==> src/design/tournament_branch_predictor_unit_assert.svh <==
// assertion macros used by the predictor top level
`ifndef TOURNAMENT_BRANCH_PREDICTOR_UNIT_ASSERT_SVH
`define TOURNAMENT_BRANCH_PREDICTOR_UNIT_ASSERT_SVH

`ifndef NO_ASSERTIONS
// same-cycle implication
`define ASSERT_IMPLIES(label, clk, rst, ante, cons, msg) \
   label: assert property (@(posedge clk) disable iff (rst) (ante) |-> (cons)) \
      else $error(msg);
// next-cycle implication
`define ASSERT_NEXT(label, clk, rst, ante, cons, msg) \
   label: assert property (@(posedge clk) disable iff (rst) (ante) |=> (cons)) \
      else $error(msg);
`else
`define ASSERT_IMPLIES(label, clk, rst, ante, cons, msg)
`define ASSERT_NEXT(label, clk, rst, ante, cons, msg)
`endif

`endif

==> src/design/tbp_pkg.sv <==
package tbp_pkg;

   // default table sizes
   localparam int GHIST_BITS_DEF = 9;
   localparam int LHIST_BITS_DEF = 10;
   localparam int PC_BITS_DEF    = 10;

   // stream layout
   localparam int ADDR_BITS      = 32;
   localparam int TAKEN_BIT      = ADDR_BITS;
   localparam int REQ_TDATA_BITS = 40;
   localparam int RSP_TDATA_BITS = 8;

   // 2-bit saturating counter limits
   localparam logic [1:0] CTR_MAX       = 2'd3;
   localparam logic [1:0] CTR_MIN       = 2'd0;
   localparam logic [1:0] CTR_TAKEN_MIN = 2'd2;

   // result word, prediction in bit 0
   typedef struct packed {
      logic local_guess;
      logic global_guess;
      logic prediction;
   } result_type;

   localparam int RESULT_BITS = $bits(result_type);

   typedef enum logic [3:0] {
      ST_CLEAR  = 4'b0001,
      ST_IDLE   = 4'b0010,
      ST_LOOKUP = 4'b0100,
      ST_UPDATE = 4'b1000
   } state_type;

   // saturating step of a 2-bit counter
   function automatic logic [1:0] sat_update(input logic [1:0] ctr, input logic up);
      logic [1:0] res;
      if (up) begin
         res = (ctr == CTR_MAX) ? CTR_MAX : ctr + 2'd1;
      end else begin
         res = (ctr == CTR_MIN) ? CTR_MIN : ctr - 2'd1;
      end
      return res;
   endfunction

endpackage

==> src/design/tbp_train.sv <==
module tbp_train (
   input  logic                 taken,
   input  logic [1:0]           global_ctr,
   input  logic [1:0]           local_ctr,
   input  logic [1:0]           choice_ctr,
   output tbp_pkg::result_type  result,
   output logic [1:0]           global_ctr_next,
   output logic [1:0]           local_ctr_next,
   output logic [1:0]           choice_ctr_next
);
   import tbp_pkg::*;

   logic gg;
   logic lg;

   // component guesses and chooser pick
   assign gg = (global_ctr >= CTR_TAKEN_MIN);
   assign lg = (local_ctr >= CTR_TAKEN_MIN);

   always_comb begin
      result.global_guess = gg;
      result.local_guess  = lg;
      result.prediction   = (choice_ctr < CTR_TAKEN_MIN) ? gg : lg;
   end

   // counter training
   assign global_ctr_next = sat_update(global_ctr, taken);
   assign local_ctr_next  = sat_update(local_ctr, taken);

   // chooser moves only on disagreement, up when local was right
   assign choice_ctr_next = (gg != lg) ? sat_update(choice_ctr, lg == taken) : choice_ctr;

endmodule

==> config.mk <==
export PLATFORM = sky130hd
export DESIGN_NAME = tbp_train
export DESIGN_NICKNAME = d
export VERILOG_FILES = /design/src/design/tournament_branch_predictor_unit_assert.svh /design/src/design/tbp_pkg.sv /design/src/design/tbp_train.sv
export SDC_FILE = /design/constraint.sdc
export NUM_CORES = 1
export LEC_CHECK = 0
export BUFFER_PORTS_ARGS = -buffer_cell sky130_fd_sc_hd__buf_2
export CAP_MARGIN = 10
export CORE_AREA = 4 4 41 43
export DETAILED_ROUTE_END_ITERATION = 10
export DIE_AREA = 0 0 45 47
export MAX_ROUTING_LAYER = met4
export PLACE_DENSITY = 0.47
export SLEW_MARGIN = 25
export SYNTH_ARGS = -nofsm -noshare
export SYNTH_HDL_FRONTEND = slang
export SYNTH_SLANG_ARGS = --single-unit
==> constraint.sdc <==
create_clock -name vclk -period 1.25
set_input_delay 0.1875 -clock vclk [all_inputs]
set_output_delay 0.1875 -clock vclk [all_outputs]
set_load 0.05 [all_outputs]
==> results of run 1 <==
==> critical path: stages <==
cell,delay (ns)
buf_4,0.14
nand2b_1,0.11
o31ai_2,0.07
buf_4,0.14
a211oi_4,0.23
buf_6,0.18
==> kinds of logic (layout without fill, tap and decap cells) <==
family | after synthesis | in the layout
adder cells (fa/ha/maj) | 4 | 4
buffers and inverters | 10 | 26
AND/OR/NAND/NOR | 7 | 7
XOR/XNOR | 1 | 1
AO/OA/AOI/OAI | 7 | 7
==> synth_stat cells, drive strengths merged, types with 2 or more instances <==
| master | count |
|---|---|
| nand2 | 2 |
| maj3 | 4 |
| clkbuf | 2 |
| inv | 3 |
| buf | 5 |
==> power breakdown <==
part / total, uW / leakage [uW] / internal [uW] / switching [uW]
combinational: 230 / 0.000192 / 87.3 / 142
clock: 0 / 0 / 0 / 0
sequential: 0 / 0 / 0 / 0
==> placed cells by master, fill, tap and decap left out, drive strengths merged <==
| master | synthesis | routed |
|---|---|---|
| o22ai | 1 | 1 |
| nand3 | 1 | 1 |
| o21ai | 1 | 1 |
| inv | 3 | 3 |
| o211a | 1 | 1 |
| and3 | 1 | 1 |
| xor2 | 1 | 1 |
| o31ai | 1 | 1 |
| maj3 | 4 | 4 |
| nand2 | 2 | 2 |
| a21o | 1 | 1 |
| buf | 5 | 22 |
| nand2b | 1 | 1 |
| a211oi | 1 | 1 |
| a21oi | 1 | 1 |
| clkbuf | 2 | 1 |
| nor3b | 1 | 1 |
| and3b | 1 | 1 |
==> cell type report <==
| type | count | area (um2) | area share, % |
|---|---|---|---|
| Tap cell | 15 | 18.77 | 4.839 |
| Inverter | 3 | 11.26 | 2.903 |
| Timing Repair Buffer | 23 | 166.4 | 42.90 |
| Multi-Input combinational cell | 19 | 191.4 | 49.35 |
==> final timing paths <==
path / to
max: choice_ctr_next[1]
min: local_ctr_next[1]
==> layer usage <==
layer  vias to the layer above  wire length [um]  track usage, %
li1                        128                 -               -
met1                       100               245           6.757
met2                         6               296           11.58
met3                         0                23               0
met4                         0                 0               0
met5                         -                 0               -
==> stage by stage <==
step | TNS [ns] | instances | cell area [um2] | hold slack (ns)
2_1_floorplan | 0 | 29 | 222.7 | 0.6083
3_3_place_gp | -0.08333 | 60 | 321.6 | 0.8474
3_5_place_dp | -0.1130 | 60 | 321.6 | 0.8515
4_1_cts | 0 | 60 | 337.8 | 0.8489
5_1_grt | -0.04155 | 60 | 387.9 | 0.8082
6_report | 0 | 60 | 387.9 | 0.7795
==> timing repair <==
action	4_1_cts	5_1_grt
gates resized for setup	4	15
gates cloned	0	0
endpoints found under the setup margin	2	4
pin swaps	0	1
==> flow_metrics.env, run 1 <==
export IMPL_status="complete, no violations"
export IMPL_min_period_ns=1.245
export IMPL_place_ws_ns=-0.06086
export IMPL_rsz0062_at_grt="true"
export IMPL_synth_top_area_share_pct=18.60
export IMPL_avgSynthCellArea_um2=7.421
export IMPL_setup_viol=0
export IMPL_synth_compound_area_share_pct=28.49
export IMPL_nFillCells=154
export IMPL_grt_pass1_vias=217
export IMPL_ff_latch_area_um2=0
export IMPL_cp_startpoint="global_ctr[1]"
export IMPL_seq_cell_count=0
export IMPL_crit_fanout=7
export IMPL_drv_cap=0
export IMPL_grt_max_degree=8
export IMPL_finalPower_uw=229.7
export IMPL_hpwl_um=483
export IMPL_final_nets=54
export IMPL_grt_overflow=0
export IMPL_drive_gt1_share_pct=66.67
export IMPL_ys_types=19
export IMPL_synth_nets=36
export IMPL_antenna_found_initial=0
export IMPL_endpoint_kind="output pin"
export IMPL_synth_warnings=0
export IMPL_synth_xor_area_share_pct=4.070
export IMPL_die_y_um=47
export IMPL_n_antenna_cell=0
export IMPL_synth_top_area_cell="maj3_1"
export IMPL_viasPerCell=3.900
export IMPL_final_util_pct=29.81
export IMPL_cts_setup_buffers=0
export IMPL_vdd_drop_max_mv=0.2194
export IMPL_leakage_uw=0.0001924
export IMPL_min_path_type="in -> out"
export IMPL_fin_crit_sh_pct=99.62
export IMPL_synthCells=29
export IMPL_seq_area_frac_synth_pct=0
export IMPL_grt_pass1_wl_um=931
export IMPL_synth_area_top_cells="maj3_1 19%, buf_4 10%, buf_6 10%, a211oi_2 5.8%, o22ai_2 5.8%"
export IMPL_first_iter_violations=0
export IMPL_vias=234
export IMPL_fin_ws_ns=0.004699
export IMPL_tightestPinTransition_ns=0.2498
export IMPL_ios=16
export IMPL_worstSetupPathType="in -> out"
export IMPL_die_area_um2=2115
export IMPL_area_delta_synth_final_pct=80.23
export IMPL_nClkBuffers=0
export IMPL_routabilityCongestion=0.6569
export IMPL_core_area_um2=1301
export IMPL_wl_um=565
export IMPL_synth_area_um2=215.2
export IMPL_startpoint_type="input pin"
export IMPL_start_util_pct=16.54
export IMPL_min_from="local_ctr[0]"
export IMPL_hold_viol=0
export IMPL_hold_path_depth=3
export IMPL_synthMuxAreaShare_pct=0
export IMPL_synth_simple_area_share_pct=19.19
export IMPL_num_rows=13
export IMPL_portBuffers=16
export IMPL_drc=0
export IMPL_gr_usage_all_layers_pct=5.772
export IMPL_relSlewSlack_pct=83.46
export IMPL_cp_arrival_ns=1.06
export IMPL_firstDrtPassIters=1
export IMPL_ctsHoldBuffers=0
export IMPL_cp_required_ns=1.06
export IMPL_synth_adder_area_share_pct=18.60
export IMPL_synth_top_family_by_area="buffers and inverters"
export IMPL_slew_viol_final=0
export IMPL_fp_dieW_um=45
export IMPL_fmax_mhz=803.0
export IMPL_p_per_area_nw_per_um2=592.3
export IMPL_post_drt_wl_per_cell_um=9.417
export IMPL_ant_nets=0
No activity file was read; power rests on OpenSTA's default activity.
==> run 2: changes to the inputs <==
Settings changed: BUFFER_PORTS_ARGS -buffer_cell sky130_fd_sc_hd__buf_2 to -buffer_cell sky130_fd_sc_hd__buf_4.
==> run 2 against run 1 <==
Against the previous run:
- global-route usage down 1.1 points
- largest power group unchanged
- first-iteration DRC count increased by 2
- via count down 5.1%
- count of clock-buffer cells in the layout is the same
- core utilization down 4.2 points
- critical path depth fell by 2
- highest routed layer unchanged
- wire length decreased by 10%
- cell area is 14% lower
- critical path type unchanged
- largest cell class unchanged
==> flow_metrics.env, run 2 (same netlist as run 1, synthesis figures left out) <==
export IMPL_grt_max_degree=11
export IMPL_min_period_ns=1.187
export IMPL_power_share_switching_pct=63.77
export IMPL_ios=16
export IMPL_leakage_uw=0.0001669
export IMPL_power_frac_comb_pct=100.0
export IMPL_slew_viol_final=0
export IMPL_mostFrequentLayoutCells="18 x buf_4, 4 x maj3_1, 3 x inv_1, 2 x nand2_1"
export IMPL_share_clk_of_total_power_pct=0
export IMPL_fin_ws_ns=0.06272
export IMPL_fmax_mhz=842.3
export IMPL_area_delta_synth_final_pct=54.65
export IMPL_post_drt_wl_per_cell_um=9.200
export IMPL_status="complete, no violations"
export IMPL_fin_crit_sh_pct=94.98
export IMPL_met1Wirelength_um=212
export IMPL_start_util_pct=16.54
export IMPL_postCtsResizedCells=0
export IMPL_tightestPinTransition_ns=0.2834
export IMPL_portBuffers=16
export IMPL_stdcell_count=55
export IMPL_switching_power_uw=132.4
export IMPL_die_y_um=47
export IMPL_drive_gt1_share_pct=57.50
export IMPL_viasPerCell=4.036
export IMPL_grt_pass1_vias=195
export IMPL_ctsHoldBuffers=0
export IMPL_place_ws_ns=0.01352
export IMPL_wl_um=506
export IMPL_drc=0
export IMPL_routabilityCongestion=0.6455
export IMPL_placedCellCount=55
export IMPL_final_common_cell="buf_4"
export IMPL_seq_cell_count=0
export IMPL_wl_met2_um=259
export IMPL_drv_cap=0
export IMPL_vdd_drop_max_mv=0.2214
export IMPL_ant_nets=0
export IMPL_die_area_um2=2115
export IMPL_relSlewSlack_pct=80.99
export IMPL_cp_arrival_ns=1.00
export IMPL_p_per_area_nw_per_um2=623.7
export IMPL_antenna_found_initial=0
export IMPL_setup_tns_ns=0
export IMPL_vias=222
export IMPL_firstDrtPassIters=3
export IMPL_slowest_delay_ns=0.34
export IMPL_top_layer="met3"
export IMPL_num_rows=13
export IMPL_worstSetupPathType="in -> out"
export IMPL_grt_overflow=0
export IMPL_fp_dieW_um=45
export IMPL_ff_latch_area_um2=0
export IMPL_slowest_stage="maj3_1"
export IMPL_hpwl_um=427.9
export IMPL_setup_viol=0
export IMPL_cts_setup_buffers=0
export IMPL_nClkBuffers=0
export IMPL_first_iter_violations=2
export IMPL_p_int_uw=75.22
export IMPL_core_area_um2=1301
export IMPL_p_seq_share_pct=0
export IMPL_crit_fanout=8
export IMPL_crit_chain="buf_4 -> buf_4 -> maj3_1 -> buf_4"
export IMPL_wl_met3_um=34
export IMPL_n_antenna_cell=0
export IMPL_final_nets=49
export IMPL_endpoint_kind="output pin"
export IMPL_cp_required_ns=1.06
export IMPL_gr_usage_all_layers_pct=4.715
export IMPL_rsz0062_at_grt="false"
export IMPL_path_common_cell="buf_4"
export IMPL_startpoint_type="input pin"
export IMPL_grt_pass1_wl_um=779
export IMPL_hold_viol=0
export IMPL_min_path_type="in -> out"
==> run 2: cell count changes in the layout (fill, tap and decap cells not counted) <==
cell / change
nand3_1: +1
nand3_2: -1
xor2_1: +1
clkbuf_4: -1
buf_2: -10
buf_6: -5
xor2_4: -1
buf_4: +11
==> run 2: critical path: cells and delay by family <==
kind,cells,cell delay [ns]
fa+ha+maj,1,0.34
buf+inv,3,0.46
==> run 2: worst paths after layout <==
| check | cells after the start | start | end | slack (ns) |
|---|---|---|---|---|
| max | 4 | taken | local_ctr_next[1] | 0.06 |
| min | 2 | local_ctr[1] | result[2] | 0.71 |
==> run 2: metrics by stage <==
step	util, %	hold slack, ns	total power [uW]	instance area [um2]
3_3_place_gp	24.90	0.7145	206.3	324.1
3_5_place_dp	24.90	0.7139	206.0	324.1
5_1_grt	25.58	0.7207	221.7	332.8
2_1_floorplan	-	0.6083	154.0	222.7
4_1_cts	24.90	0.7143	206.3	324.1
6_report	25.58	0.7115	207.6	332.8
==> run 2: layer usage <==
layer / track usage (%) / vias to the layer above
met1: 6.081 / 99
met4: 0 / 0
met3: 0.3831 / 0
met5: - / -
met2: 8.475 / 6
li1: - / 117
==> run 2: final cells by class <==
type,count,area [um2]
Fill cell,160,968.4
Inverter,3,11.26
Multi-Input combinational cell,19,167.7
Tap cell,15,18.77
Timing Repair Buffer,18,135.1
==> run 2: power groups by stage <==
| stage | clock network (uW) | registers [uW] | logic, uW |
|---|---|---|---|
| 2_1_floorplan | 0 | 0 | 154 |
| 3_3_place_gp | 0 | 0 | 206 |
| 3_5_place_dp | 0 | 0 | 206 |
| 4_1_cts | 0 | 0 | 206 |
| 5_1_grt | 0 | 0 | 222 |
| 6_report | 0 | 0 | 208 |
==> run 3: changes to the inputs <==
Settings changed: SETUP_SLACK_MARGIN set to 0.4.
==> run 3 against run 2 <==
Against the previous run:
- hold slack worse by 0.051 ns
- final cell count is 11% higher
- combinational power is 53% higher
- sequential share of layout area stayed put
- highest routed layer unchanged
- via count is 17% higher
- largest cell class is now buffers
- count of clock-buffer cells in the layout stayed put
- die area stayed put
- wire length is 25% higher
- sequential cell count stayed put
==> flow_metrics.env, run 3 (same netlist as run 1, synthesis figures left out) <==
export IMPL_status="complete, no violations"
export IMPL_fin_area_um2=595.6
export IMPL_die_area_um2=2115
export IMPL_nClkBuffers=0
export IMPL_ios=16
export IMPL_viasPerCell=4.246
export IMPL_grt_overflow=0
export IMPL_startpoint_type="input pin"
export IMPL_fmax_mhz=918.4
export IMPL_crit_fanout=6
export IMPL_worstSetupPathType="in -> out"
export IMPL_endpoint_kind="output pin"
export IMPL_n_antenna_cell=0
export IMPL_hpwl_um=451.4
export IMPL_wl_um=635
export IMPL_setup_viol=0
export IMPL_final_nets=55
export IMPL_rsz0062_at_grt="true"
export IMPL_gr_usage_all_layers_pct=6.998
export IMPL_grt_max_degree=7
export IMPL_vdd_drop_max_mv=0.2362
export IMPL_area_delta_synth_final_pct=176.7
export IMPL_multi_input_area_um2=235.2
export IMPL_final_common_cell="buf_4"
export IMPL_ctsHoldBuffers=0
export IMPL_fp_dieW_um=45
export IMPL_grt_pass1_vias=266
export IMPL_grt_pass1_wl_mm=1.145
export IMPL_die_y_um=47
export IMPL_firstDrtPassIters=2
export IMPL_routabilityCongestion=0.6441
export IMPL_start_util_pct=16.54
export IMPL_p_per_area_nw_per_um2=534.8
export IMPL_relSlewSlack_pct=82.09
export IMPL_mostFrequentLayoutCells="7 x buf_4, 6 x buf_6, 5 x buf_8, 4 x buf_12, 3 x inv_1"
export IMPL_core_area_um2=1301
export IMPL_place_area_um2=355.3
export IMPL_drv_cap=0
export IMPL_num_rows=13
export IMPL_ff_latch_area_um2=0
export IMPL_vias=259
export IMPL_cp_required_ns=1.06
export IMPL_min_path_type="in -> out"
export IMPL_nFillCells=129
export IMPL_first_iter_violations=2
export IMPL_hold_viol=0
export IMPL_min_period_ns=1.089
export IMPL_post_drt_wl_per_cell_um=10.41
export IMPL_drive_gt1_share_pct=86.96
export IMPL_slew_viol_final=0
export IMPL_leakage_uw=0.0002655
export IMPL_cp_arrival_ns=0.90
export IMPL_portBuffers=16
export IMPL_setup_tns_ns=0
export IMPL_tightestPinTransition_ns=0.2670
export IMPL_fin_crit_sh_pct=87.11
export IMPL_seq_cell_count=0
export IMPL_drc=0
export IMPL_antenna_found_initial=0
export IMPL_ant_nets=0
run 3: cell type report:
class	instances	share of cell area, %
timing repair buffer	24	55.46
tap	15	3.151
multi-input combinational	19	39.50
inverter	3	1.891
run 3: worst max-delay path, cell delays in order:
cell    delay [ns]
buf_12        0.11
buf_6         0.12
maj3_4        0.32
buf_8         0.15
run 3: report_power, final:
part | switching, uW | internal, uW
logic | 155 | 164
clock network | 0 | 0
registers | 0 | 0
run 3: metrics by stage:
step,cells,setup slack [ns],total power [uW],hold slack [ns],utilization (%)
3_3_place_gp,54,0.01616,225.1,0.7324,27.31
5_1_grt,61,0.1464,334.3,0.6655,45.77
6_report,61,0.1612,318.5,0.6606,45.77
4_1_cts,61,0.1518,321.3,0.6608,45.77
3_5_place_dp,54,0.01172,225.9,0.7327,27.31
2_1_floorplan,29,0.06416,182.8,0.5934,-
run 3: final timing paths:
| path | from | endpoint | slack, ns | cells after the start |
|---|---|---|---|---|
| setup / recovery | local_ctr[1] | local_ctr_next[1] | 0.16 | 4 |
| hold / removal | global_ctr[1] | result[1] | 0.66 | 2 |
run 3: layer usage:
| layer | routed length (um) | GRT usage [%] | up-vias |
|---|---|---|---|
| met1 | 244 | 9.029 | 121 |
| met4 | 0 | 0 | 0 |
| li1 | - | - | 130 |
| met2 | 349 | 12.99 | 8 |
| met5 | 0 | - | - |
| met3 | 40 | 0 | 0 |
run 3: timing repair:
action,4_1_cts,5_1_grt
resized for setup,38,0
buffers inserted,5,0
gates cloned,2,0
pin swaps,8,2
endpoints found under the setup margin,8,7
