[src/design/tournament_branch_predictor_unit_assert.svh]
// assertion macros used by the predictor top level
`ifndef TOURNAMENT_BRANCH_PREDICTOR_UNIT_ASSERT_SVH
`define TOURNAMENT_BRANCH_PREDICTOR_UNIT_ASSERT_SVH

`ifndef NO_ASSERTIONS
// same-cycle implication
`define ASSERT_IMPLIES(label, clk, rst, ante, cons, msg) \
   label: assert property (@(posedge clk) disable iff (rst) (ante) |-> (cons)) \
      else $error(msg);
// next-cycle implication
`define ASSERT_NEXT(label, clk, rst, ante, cons, msg) \
   label: assert property (@(posedge clk) disable iff (rst) (ante) |=> (cons)) \
      else $error(msg);
`else
`define ASSERT_IMPLIES(label, clk, rst, ante, cons, msg)
`define ASSERT_NEXT(label, clk, rst, ante, cons, msg)
`endif

`endif

[src/design/tbp_ram.sv]
module tbp_ram #(
   parameter int WIDTH = 2,
   parameter int DEPTH = 512
) (
   input  logic                     clock,
   input  logic                     wr_en,
   input  logic [$clog2(DEPTH)-1:0] wr_addr,
   input  logic [WIDTH-1:0]         wr_data,
   input  logic                     rd_en,
   input  logic [$clog2(DEPTH)-1:0] rd_addr,
   output logic [WIDTH-1:0]         rd_data
);

   logic [WIDTH-1:0] mem_ff [DEPTH];
   logic [WIDTH-1:0] rd_data_ff;

   // write port
   always_ff @(posedge clock) begin
      if (wr_en) begin
         mem_ff[wr_addr] <= wr_data;
      end
   end

   // registered read, holds when not enabled
   always_ff @(posedge clock) begin
      if (rd_en) begin
         rd_data_ff <= mem_ff[rd_addr];
      end
   end

   assign rd_data = rd_data_ff;

endmodule

[config.mk]
export PLATFORM = sky130hd
export DESIGN_NAME = tbp_ram
export DESIGN_NICKNAME = d
export VERILOG_FILES = /design/src/design/tournament_branch_predictor_unit_assert.svh /design/src/design/tbp_ram.sv
export SDC_FILE = /design/constraint.sdc
export NUM_CORES = 1
export LEC_CHECK = 0
export BUFFER_PORTS_ARGS = -buffer_cell sky130_fd_sc_hd__buf_2
export CELL_PAD_IN_SITES_DETAIL_PLACEMENT = 0
export CELL_PAD_IN_SITES_GLOBAL_PLACEMENT = 2
export CORE_MARGIN = 2
export CORE_UTILIZATION = 50
export CTS_BUF_LIST = sky130_fd_sc_hd__clkbuf_4 sky130_fd_sc_hd__clkbuf_8
export CTS_CLUSTER_DIAMETER = 80
export DETAILED_ROUTE_END_ITERATION = 6
export PLACE_DENSITY_LB_ADDON = 0.1
export SYNTH_ARGS = -nofsm -noshare
export SYNTH_HDL_FRONTEND = slang
export SYNTH_SLANG_ARGS = --single-unit
[constraint.sdc]
create_clock -name clock -period 3.34 [get_ports clock]
set_input_delay 0.334 -clock clock [delete_from_list [all_inputs] [get_ports clock]]
set_output_delay 0.334 -clock clock [all_outputs]
set_load 0.1 [all_outputs]
==> impl_metrics.csv, run 1 <==
group,metric,value,unit
run_status,outcome,"completed",
worst_setup_path,path_cells,"buf_8 -> buf_12 -> buf_12 -> buf_4 -> mux2i_1 -> o221ai_1 -> nor3_1 -> nor4_1 -> nand4_1 -> a21oi_1 -> or4_1",
timing,fmax,0.3626,GHz
route,drc_errors,0,
synth,ys_ff_latch,1026,
worst_setup_path,cpPeakStageDelay,0.61,ns
cts,htree_levels,4,
place,place_area,44440,um^2
worst_setup_path,worstSetupPathType,"in2reg",
timing,rsz0062_at_grt,"no",
worst_setup_path,crit_required,3.90,ns
synth,ys_warn_count,0,
route,drt_iter0_markers,2376,
timing,period_minus_slack,2.758,ns
cts,cts_root_buf,"clkbuf_8",
power_and_ir_drop,power_density,548.3,nW/um^2
timing,fin_crit_sh,82.58,%
synth,synth-edff-count,1026,
global_routing,antenna_found_initial,5,
worst_setup_path,end_kind,"register",
worst_setup_path,cpMostUsedCell,"buf_12",
cts,ctsResizeCount,0,
cts,numCtsBuffers,170,
power_and_ir_drop,peakVddDrop,0.0003432,V
final_layout,layout-drive-gt1-share,20.37,%
global_routing,grt_usage,25.88,%
worst_setup_path,critPathSlowestCell,"nor3_1",
worst_hold_path,hp-class,"in2reg",
job,drv_cap,0,
route,drtAntennaViolNets,0,
global_routing,grt_first_pass_wirelength,160600,um
route,routedWlPerCell,27.42,um
floorplanning,coreArea,83690,um^2
timing,skew,0.02572,ns
timing,worst_pin_slew,0.8856,ns
cts,path_clk_slew,0.06,ns
synth,synth-main-ff-cell,"edfxtp_1",
synth,ys_seq_area_share,72.78,%
final_layout,final_nets,2780,
global_routing,first_global_vias,25010,
route,vias,24140,
synth,syn_avg_cell_area,16.23,um^2
timing,fin_setup_tns,0,ns
floorplanning,die_h,295.0,um
power_and_ir_drop,leakagePower,15.21,nW
cts,clock_path_buffers,3,
timing,hold_viol_final,0,
synth,netlist_instances,2608,
worst_setup_path,start_kind,"input pin",
place,place_congestion,0.8196,
timing,finalMaxSlewViolations,0,
floorplanning,row_count,106,
route,wl,110500,um
synth,syn_nets,2631,
floorplanning,die_w,295.0,um
place,post-place-ws,-0.2547,ns
place,portBuffers,24,
route,via_per_inst,5.988,
final_layout,final_cell_area,47710,um^2
global_routing,grt_max_degree,131,
synth,ys_types,57,
final_layout,area_growth,12.70,%
worst_setup_path,crit_arrival,3.32,ns
cts,clk_latency,0.82,ns
floorplanning,dieArea,87010,um^2
route,firstDrtPassIters,7,
synth,synthesis.area,42330,um^2
cts,cts_tree,"built",
synth,async_reset_ff_share,0,%
floorplanning,start_util,50.59,%
worst_setup_path,cp_max_fo,27,
cts,post_cts_buffers,0,
floorplanning,ios,25,
timing,max-slew-margin-rel,40.96,%
place,dp_hpwl,66320,um
global_routing,gr-total-overflow,0,
cts,numClockSinks,1026,
timing,finalSetupViolations,0,
timing,fin_ws,0.5818,ns
-- critical path: cells and delay by family --
kind	cells	cell delay, ns
AND/OR/NAND/NOR	4	1.57
AO/OA/AOI/OAI	2	0.28
buffers and inverters	4	0.87
multiplexers	1	0.20
-- flip-flops by register name, summed over array words and instances (netlist names) --
register	cells
mem_ff	1024
rd_data	2
-- cells by family (layout without fill, tap and decap cells) --
logic type             Yosys count  in the layout  share of synthesized area [%]
AND/OR/NAND/NOR                725            725                          7.002
multiplexers                   384            384                          12.87
flip-flops                    1026           1026                          72.78
AO/OA/AOI/OAI                  273            273                          4.682
other                            0              6                              0
buffers and inverters          200            483                          2.666
-- report_power, final --
group / switching (mW) / internal [mW] / leakage (nW)
logic: 0.988 / 0.516 / 4.28
registers: 0.00827 / 14.2 / 9.22
clock network: 4.83 / 5.63 / 1.71
total: 5.82 / 20.3 / 15.2
-- synth_stat cells, drive strengths merged, types with 2 or more instances --
master | count | share of area, %
mux4 | 128 | 6.8
nand3 | 16 | 0.19
and3 | 4 | 0.059
o22ai | 43 | 0.64
nor2b | 6 | 0.089
mux2 | 4 | 0.11
a2111oi | 3 | 0.062
o221ai | 110 | 2.3
nor3b | 5 | 0.089
a211oi | 11 | 0.20
nor4 | 10 | 0.15
edfxtp | 1026 | 73
o21ai | 35 | 0.41
o32ai | 3 | 0.080
nor3 | 42 | 0.50
a221o | 2 | 0.047
or3 | 6 | 0.089
or4 | 4 | 0.071
a221oi | 7 | 0.14
nand2 | 64 | 0.57
o21a | 2 | 0.035
nor2 | 546 | 4.8
nand4 | 7 | 0.10
clkbuf | 99 | 0.89
o211ai | 6 | 0.11
mux2i | 252 | 6.0
inv | 2 | 0.018
clkinv | 2 | 0.018
buf | 97 | 1.7
nand3b | 2 | 0.035
and2 | 6 | 0.089
nand2b | 2 | 0.030
a21oi | 41 | 0.48
-- final timing paths --
| kind | startpoint | to | slack [ns] | cells past startpoint |
|---|---|---|---|---|
| hold reg to reg | mem_ff[148][1]$_DFFE_PP_ | rd_data[1]$_DFFE_PP_ | 1.07 | 5 |
| hold / removal | rd_addr[5] | rd_data[1]$_DFFE_PP_ | 0.28 | 5 |
| setup / recovery | rd_addr[0] | rd_data[0]$_DFFE_PP_ | 0.58 | 11 |
| setup reg to reg | mem_ff[505][0]$_DFFE_PP_ | rd_data[0]$_DFFE_PP_ | 0.63 | 6 |
-- what timing repair did --
item | CTS | global route
setup endpoints to repair | 0 | 0
hold buffers | 3 | 0
endpoints found under the hold margin | 76 | 0
-- stage by stage --
stage                     total power, mW  utilization [%]  std cells  hold slack [ns]
final                               26.16            57.01       4031           0.2791
after global routing                27.02            57.00       4026           0.2284
after CTS                           26.39            56.99       4025           0.1645
after detailed placement            15.97            53.11       3716           0.6404
after global placement              15.95            53.11       3716           0.6439
after floorplan                     15.26                -       2608           0.4329
-- metal layers --
layer  track usage, %  up-vias  part of all wire (%)
li1                 -    10550                     -
met1            35.63    12430                    42
met2            41.66      978                    48
met3            5.338      180                   7.9
met4            8.350        0                   2.5
met5                0        -                     0
-- area by class of cell --
| cell class | instances | area (um^2) |
|---|---|---|
| multi-input cells | 1382 | 10470 |
| flip-flops and latches | 1026 | 30810 |
| inverters | 4 | 15.01 |
| fillers | 6579 | 35980 |
| diodes | 6 | 15.01 |
| clock inverters | 69 | 342.8 |
| repair buffers | 173 | 1760 |
| clock buffers | 237 | 2880 |
| well taps | 1134 | 1419 |
-- cells in the final DEF (no fill, tap or decap), drive strengths merged, types with 5 or more instances in the layout --
master / netlist / layout
a211oi: 11 / 11
a21oi: 41 / 41
a221oi: 7 / 7
and2: 6 / 6
buf: 97 / 170
clkbuf: 99 / 237
clkinv: 2 / 60
clkinvlp: 0 / 5
diode: 0 / 6
edfxtp: 1026 / 1026
inv: 2 / 7
mux2i: 252 / 252
mux4: 128 / 128
nand2: 64 / 64
nand3: 16 / 16
nand4: 7 / 7
nor2: 546 / 546
nor2b: 6 / 6
nor3: 42 / 42
nor3b: 5 / 5
nor4: 10 / 10
o211ai: 6 / 6
o21ai: 35 / 35
o221ai: 110 / 110
o22ai: 43 / 43
or3: 6 / 6
Power figures use the tool's default switching activity.
==> run 2: changes to the inputs <==
ABC_AREA = 1   (was not set)
CORE_UTILIZATION = 41   (was 50)
clock period = 2.45 ns   (was 3.34 ns; I/O delays follow)
==> run 2 against run 1 <==
Compared with the run above:
- count of clock-buffer cells in the layout shrank 3
- global-route usage shrank 1.8 points
- first-iteration DRC count grew 5.1%
- sequential power grew 36%
- utilization shrank 10 points
- synthesized cell count grew 54%
==> impl_metrics.csv, run 2 <==
group,metric,value,unit
run_status,outcome,"completed",
worst_setup_path,cp_max_fo,1,
power_and_ir_drop,leakagePower,17.39,nW
cts,path_clk_slew,0.06,ns
timing,worst_pin_slew,0.8890,ns
cts,post_cts_buffers,0,
floorplanning,start_util,41.16,%
cts,numCtsBuffers,175,
global_routing,antenna_found_initial,3,
timing,fin_crit_sh,79.54,%
synth,yosysTopAreaCellShare,70.21,%
worst_setup_path,critPathSlowestCell,"buf_2",
timing,skew,0.02614,ns
worst_setup_path,worstPathBufferInverterCount,1,
route,drt_iter0_markers,2498,
worst_setup_path,path_cells,"buf_2",
power_and_ir_drop,combPwrFrac,7.0,%
synth,synth-edff-count,1026,
final_layout,largest_reg_flops,1024,
final_layout,fin_cells,5639,
global_routing,grt_usage,24.05,%
final_layout,layout-drive-gt1-share,11.79,%
final_layout,final_common_cell,"nand2_1",
synth,syn_nets,4036,
final_layout,area_growth,13.62,%
worst_setup_path,crit_required,2.20,ns
synth,async_reset_ff_share,0,%
synth,ys_ff_latch,1026,
final_layout,layout_common_cells,"nand2_1 (1107), edfxtp_1 (1026), nand3_1 (1000)",
synth,synth_top_area_cell,"edfxtp_1",
floorplanning,dieArea,109700,um^2
cts,cts_tree,"built",
floorplanning,ios,25,
power_and_ir_drop,power.switching,8.650,mW
cts,htree_levels,4,
timing,rsz0062_at_grt,"no",
job,drv_cap,0,
cts,clk_latency,0.85,ns
place,place_congestion,0.7706,
synth,ys_warn_count,0,
cts,numClockSinks,1026,
timing,max-slew-margin-rel,40.74,%
synth,syn_avg_cell_area,10.93,um^2
global_routing,gr-total-overflow,0,
final_layout,nFillCells,10080,
power_and_ir_drop,power_frac_clock,40.2,%
floorplanning,coreArea,106600,um^2
power_and_ir_drop,power_density,733.9,nW/um^2
floorplanning,die_w,331.1,um
route,drtAntennaViolNets,0,
place,dpl.cell_count,5326,
worst_setup_path,rrSetupSlack,0.51,ns
cts,clock_path_buffers,3,
global_routing,grt_first_pass_wirelength,191900,um
place,post-place-ws,0.008606,ns
power_and_ir_drop,p_int,27.94,mW
timing,finalMaxSlewViolations,0,
global_routing,first_global_vias,29860,
worst_setup_path,crit_arrival,1.70,ns
timing,finalSetupViolations,0,
route,firstDrtPassIters,7,
floorplanning,row_count,120,
route,via_per_inst,5.298,
power_and_ir_drop,pwr-share-seq,52.9,%
synth,ys_seq_area_share,70.21,%
place,portBuffers,24,
power_and_ir_drop,p_sw_share,23.64,%
cts,cts_root_buf,"clkbuf_8",
final_layout,regMostFlops,"mem_ff",
timing,hold_viol_final,0,
synth,synth-main-ff-cell,"edfxtp_1",
worst_setup_path,worstSetupPathType,"reg2out",
synth,synth_area_leaders,"edfxtp_1 (70%), nand3_1 (11%), nand2_1 (9.6%)",
global_routing,grt_max_degree,91,
synth,synth_top_cells_by_count,"nand2_1 (1122), edfxtp_1 (1026), nand3_1 (1000), nor2_1 (514), buf_2 (131)",
timing,fmax,0.5131,GHz
floorplanning,die_h,331.1,um
power_and_ir_drop,peakVddDrop,0.0004051,V
worst_hold_path,hp-class,"in2reg",
power_and_ir_drop,finalPower,36.59,mW
route,routedWlPerCell,23.10,um
synth,yosysMostFrequentCell,"nand2_1",
timing,fin_ws,0.5011,ns
place,dp_hpwl,72840,um
route,vias,29880,
synth,netlist_instances,4013,
final_layout,multiInputGateArea,11270,um^2
worst_setup_path,start_kind,"register",
worst_setup_path,crit_family,"buffers and inverters",
route,drc_errors,0,
timing,period_minus_slack,1.949,ns
final_layout,final_nets,4129,
worst_setup_path,cpPeakStageDelay,0.46,ns
synth,ys_types,14,
worst_setup_path,end_kind,"primary output",
route,wl,130300,um
synth,synthesis.area,43880,um^2
final_layout,seq_area,30810,um^2
## run 2: cell types whose count changed in the layout (fill, tap and decap cells not counted), sizes merged, moves of 43 or more
cell,before,now
o221ai,110,0
mux4,128,0
nand3,16,1000
nand2,64,1122
o22ai,43,0
mux2i,252,0
## run 2: path summary, 6_finish.rpt
kind / startpoint / end / cells past startpoint
setup / recovery: rd_data[0]$_DFFE_PP_ / rd_data[0] / 1
hold / removal: wr_en / mem_ff[362][0]$_DFFE_PP_ / 6
setup reg to reg: mem_ff[207][0]$_DFFE_PP_ / rd_data[0]$_DFFE_PP_ / 12
hold reg to reg: mem_ff[41][0]$_DFFE_PP_ / rd_data[0]$_DFFE_PP_ / 12
## run 2: cell type report
cell class / count / share of cell area [%]
clock inverter: 71 / 0.7454
sequential: 1026 / 61.80
tap: 1403 / 3.521
multi-input combinational: 2647 / 22.61
timing repair buffer: 217 / 5.107
antenna: 2 / 0.01004
clock buffer: 234 / 5.832
inverter: 39 / 0.3739
## run 2: cells by family after synthesis
logic type             count (synthesis)  share of synthesized area (%)
and+or+nand+nor                     2647                          25.53
DFF                                 1026                          70.21
buffers and inverters                340                          4.260
## run 2: per-stage QoR
stage	instance area, um^2	hold WS (ns)	util (%)	setup TNS (ns)
CTS	49850	0.03600	46.76	0
global route	49850	0.1077	46.77	0
floorplan	43880	0.3439	-	0
detailed placement	46510	0.4791	43.63	0
finish	49860	0.1104	46.77	0
global placement	46510	0.4802	43.63	-0.02153
## run 2: routing by layer
metal / vias to the layer above / part of all wire, % / track usage (%)
met4: 0 / 2.7 / 7.893
met1: 14720 / 43 / 32.04
li1: 14170 / - / -
met5: - / 0 / 0
met2: 782 / 48 / 40.11
met3: 208 / 5.4 / 4.025
## run 2: what timing repair did
item | 4_1_cts | 5_1_grt
resized for setup | 0 | 0
hold endpoints to repair | 254 | 0
hold buffers | 6 | 0
## run 2: power groups by stage
stage	combinational (mW)	clock (mW)	sequential (mW)
after global placement	2.59	0	19.7
final	2.55	14.7	19.3
after CTS	2.60	15.0	19.3
after global routing	2.80	15.8	19.3
after floorplan	1.31	0	19.7
after detailed placement	2.58	0	19.7
==> run 3: changes to the inputs <==
CORE_UTILIZATION = 45   (was 41)
clock period = 2 ns   (was 2.45 ns; I/O delays follow)
==> run 3 against run 2 <==
Compared with the run above:
- sequential power increased by 23%
- largest cell class unchanged
- flip-flop and latch count unchanged
- design area rose by 0.99%
- highest routed layer is now met5
- power increased by 23%
==> impl_metrics.csv, run 3 (same netlist as run 2, synthesis figures left out) <==
group,metric,value,unit
power_and_ir_drop,combPwrFrac,7.1,%
job,drv_cap,0,
worst_setup_path,critPathSlowestCell,"edfxtp_1",
final_layout,area_growth,14.74,%
route,via_per_inst,5.535,
worst_hold_path,holdPathEnd,"mem_ff[342][1]$_DFFE_PP_",
cts,post_cts_buffers,0,
worst_setup_path,end_kind,"primary output",
power_and_ir_drop,pwr-share-seq,52.8,%
final_layout,fin_cells,5572,
worst_setup_path,path_cells,"buf_4",
floorplanning,dieArea,100000,um^2
power_and_ir_drop,leakagePower,17.66,nW
timing,max-slew-margin-rel,60.31,%
timing,fin_setup_tns,0,ns
global_routing,grt_usage,26.04,%
final_layout,layout-drive-gt1-share,12.76,%
cts,path_clk_slew,0.06,ns
global_routing,gr-total-overflow,0,
route,wl,128600,um
timing,worst_pin_slew,0.5940,ns
final_layout,multiInputGateArea,11250,um^2
worst_setup_path,crit_family,"flip-flops",
global_routing,first_global_vias,30490,
timing,fin_ws,0.09354,ns
power_and_ir_drop,power_density,891.6,nW/um^2
worst_setup_path,crit_arrival,1.71,ns
power_and_ir_drop,peakVddDrop,0.0006391,V
floorplanning,row_count,114,
cts,clk_latency,0.83,ns
timing,period_minus_slack,1.906,ns
final_layout,seq_area,30810,um^2
floorplanning,start_util,45.37,%
worst_setup_path,worstSetupPathType,"reg2out",
power_and_ir_drop,p_int,34.27,mW
worst_setup_path,setup.worst_path.start,"rd_data[1]$_DFFE_PP_",
worst_setup_path,worstPathBufferInverterCount,1,
final_layout,layout_common_cells,"nand2_1 (1107), edfxtp_1 (1026), nand3_1 (997)",
worst_setup_path,crit_required,1.80,ns
worst_hold_path,hp-class,"in2reg",
worst_hold_path,min_from,"wr_addr[5]",
power_and_ir_drop,power_frac_clock,40.1,%
cts,htree_levels,4,
timing,hold_viol_final,0,
worst_setup_path,r2r_end,"rd_data[0]$_DFFE_PP_",
timing,finalMaxSlewViolations,0,
cts,cts_root_buf,"clkbuf_8",
worst_setup_path,rrSetupSlack,0.12,ns
power_and_ir_drop,finalPower,44.89,mW
route,routedWlPerCell,23.08,um
timing,finalSetupViolations,0,
global_routing,antenna_found_initial,8,
floorplanning,ios,25,
power_and_ir_drop,power.switching,10.62,mW
route,drt_iter0_markers,2945,
worst_setup_path,r2r_cells,12,
place,dp_hpwl,75700,um
place,dpl.cell_count,5256,
final_layout,final_common_cell,"nand2_1",
timing,fmax,0.5245,GHz
power_and_ir_drop,p_sw_share,23.66,%
floorplanning,die_w,316.3,um
route,vias,30840,
final_layout,largest_reg_flops,1024,
worst_setup_path,r2r-start,"mem_ff[207][0]$_DFFE_PP_",
place,portBuffers,24,
cts,numClockSinks,1026,
global_routing,grt_first_pass_wirelength,189700,um
timing,skew,0.01597,ns
worst_hold_path,min_path_cells,7,
worst_setup_path,cp_max_fo,1,
route,firstDrtPassIters,6,
floorplanning,die_h,316.3,um
run_status,outcome,"completed",
place,post-place-ws,-0.2222,ns
cts,cts_tree,"built",
worst_setup_path,start_kind,"register",
cts,numCtsBuffers,171,
worst_setup_path,cpPeakStageDelay,0.52,ns
place,place_congestion,0.8233,
cts,clock_path_buffers,3,
global_routing,grt_max_degree,111,
route,drc_errors,0,
timing,fin_crit_sh,95.32,%
timing,rsz0062_at_grt,"no",
final_layout,final_nets,4184,
route,drtAntennaViolNets,0,
floorplanning,coreArea,96710,um^2
final_layout,nFillCells,8647,
final_layout,regMostFlops,"mem_ff",
## run 3: worst register-to-register path: stages, from the launching register on
cell	delay (ns)
edfxtp_1	0.37
nand2_1	0.08
nand3_1	0.09
nand3_1	0.11
nand3_1	0.11
nand3_1	0.14
nand3_1	0.17
nand2_1	0.24
nand2_1	0.10
nand3_1	0.09
nand2_1	0.05
nand2_1	0.05
nand2_1	0.05
## run 3: final cells by class
class,count,area share (%)
clock buffer,215,5.430
inverter,39,0.3454
tap,1276,3.171
antenna,2,0.009940
clock inverter,91,1.071
sequential,1026,61.19
timing repair buffer,276,6.429
multi-input combinational,2647,22.35
## run 3: power groups by stage
stage / combinational, mW / sequential (mW) / clock, mW
after detailed placement: 3.21 / 24.1 / 0
after global placement: 3.18 / 24.1 / 0
after floorplan: 1.61 / 24.2 / 0
after global routing: 3.50 / 23.7 / 19.3
after CTS: 3.23 / 23.7 / 18.4
final: 3.21 / 23.7 / 18.0
## run 3: per-stage QoR
step	area [um^2]	util, %	hold WS (ns)
after floorplan	43880	-	0.2989
after global placement	46970	48.57	0.5424
after detailed placement	46970	48.57	0.5450
after CTS	50330	52.04	0.06742
after global routing	50350	52.06	0.1321
final	50350	52.06	0.1471
## run 3: metal layers
| layer | vias up | share of wire [%] | global-route usage (%) |
|---|---|---|---|
| met1 | 15350 | 43 | 35.08 |
| met2 | 981 | 48 | 42.71 |
| li1 | 14280 | - | - |
| met5 | - | 0.045 | 0 |
| met3 | 221 | 6.5 | 5.043 |
| met4 | 8 | 2.7 | 8.469 |
## run 3: worst max path at each step
stage,endpoint,cells after the start
after floorplan,rd_data[1]$_DFFE_PP_,15
final,rd_data[1],1
after global placement,rd_data[1]$_DFFE_PP_,15
after global routing,rd_data[1]$_DFFE_PP_,12
after CTS,rd_data[1],1
after detailed placement,rd_data[0]$_DFFE_PP_,15
## run 3: timing repair
item                       4_1_cts  5_1_grt
hold buffers                     8        0
resized for setup                2        3
hold endpoints to repair       417        0
cloned                           0        0
setup endpoints to repair        2        2
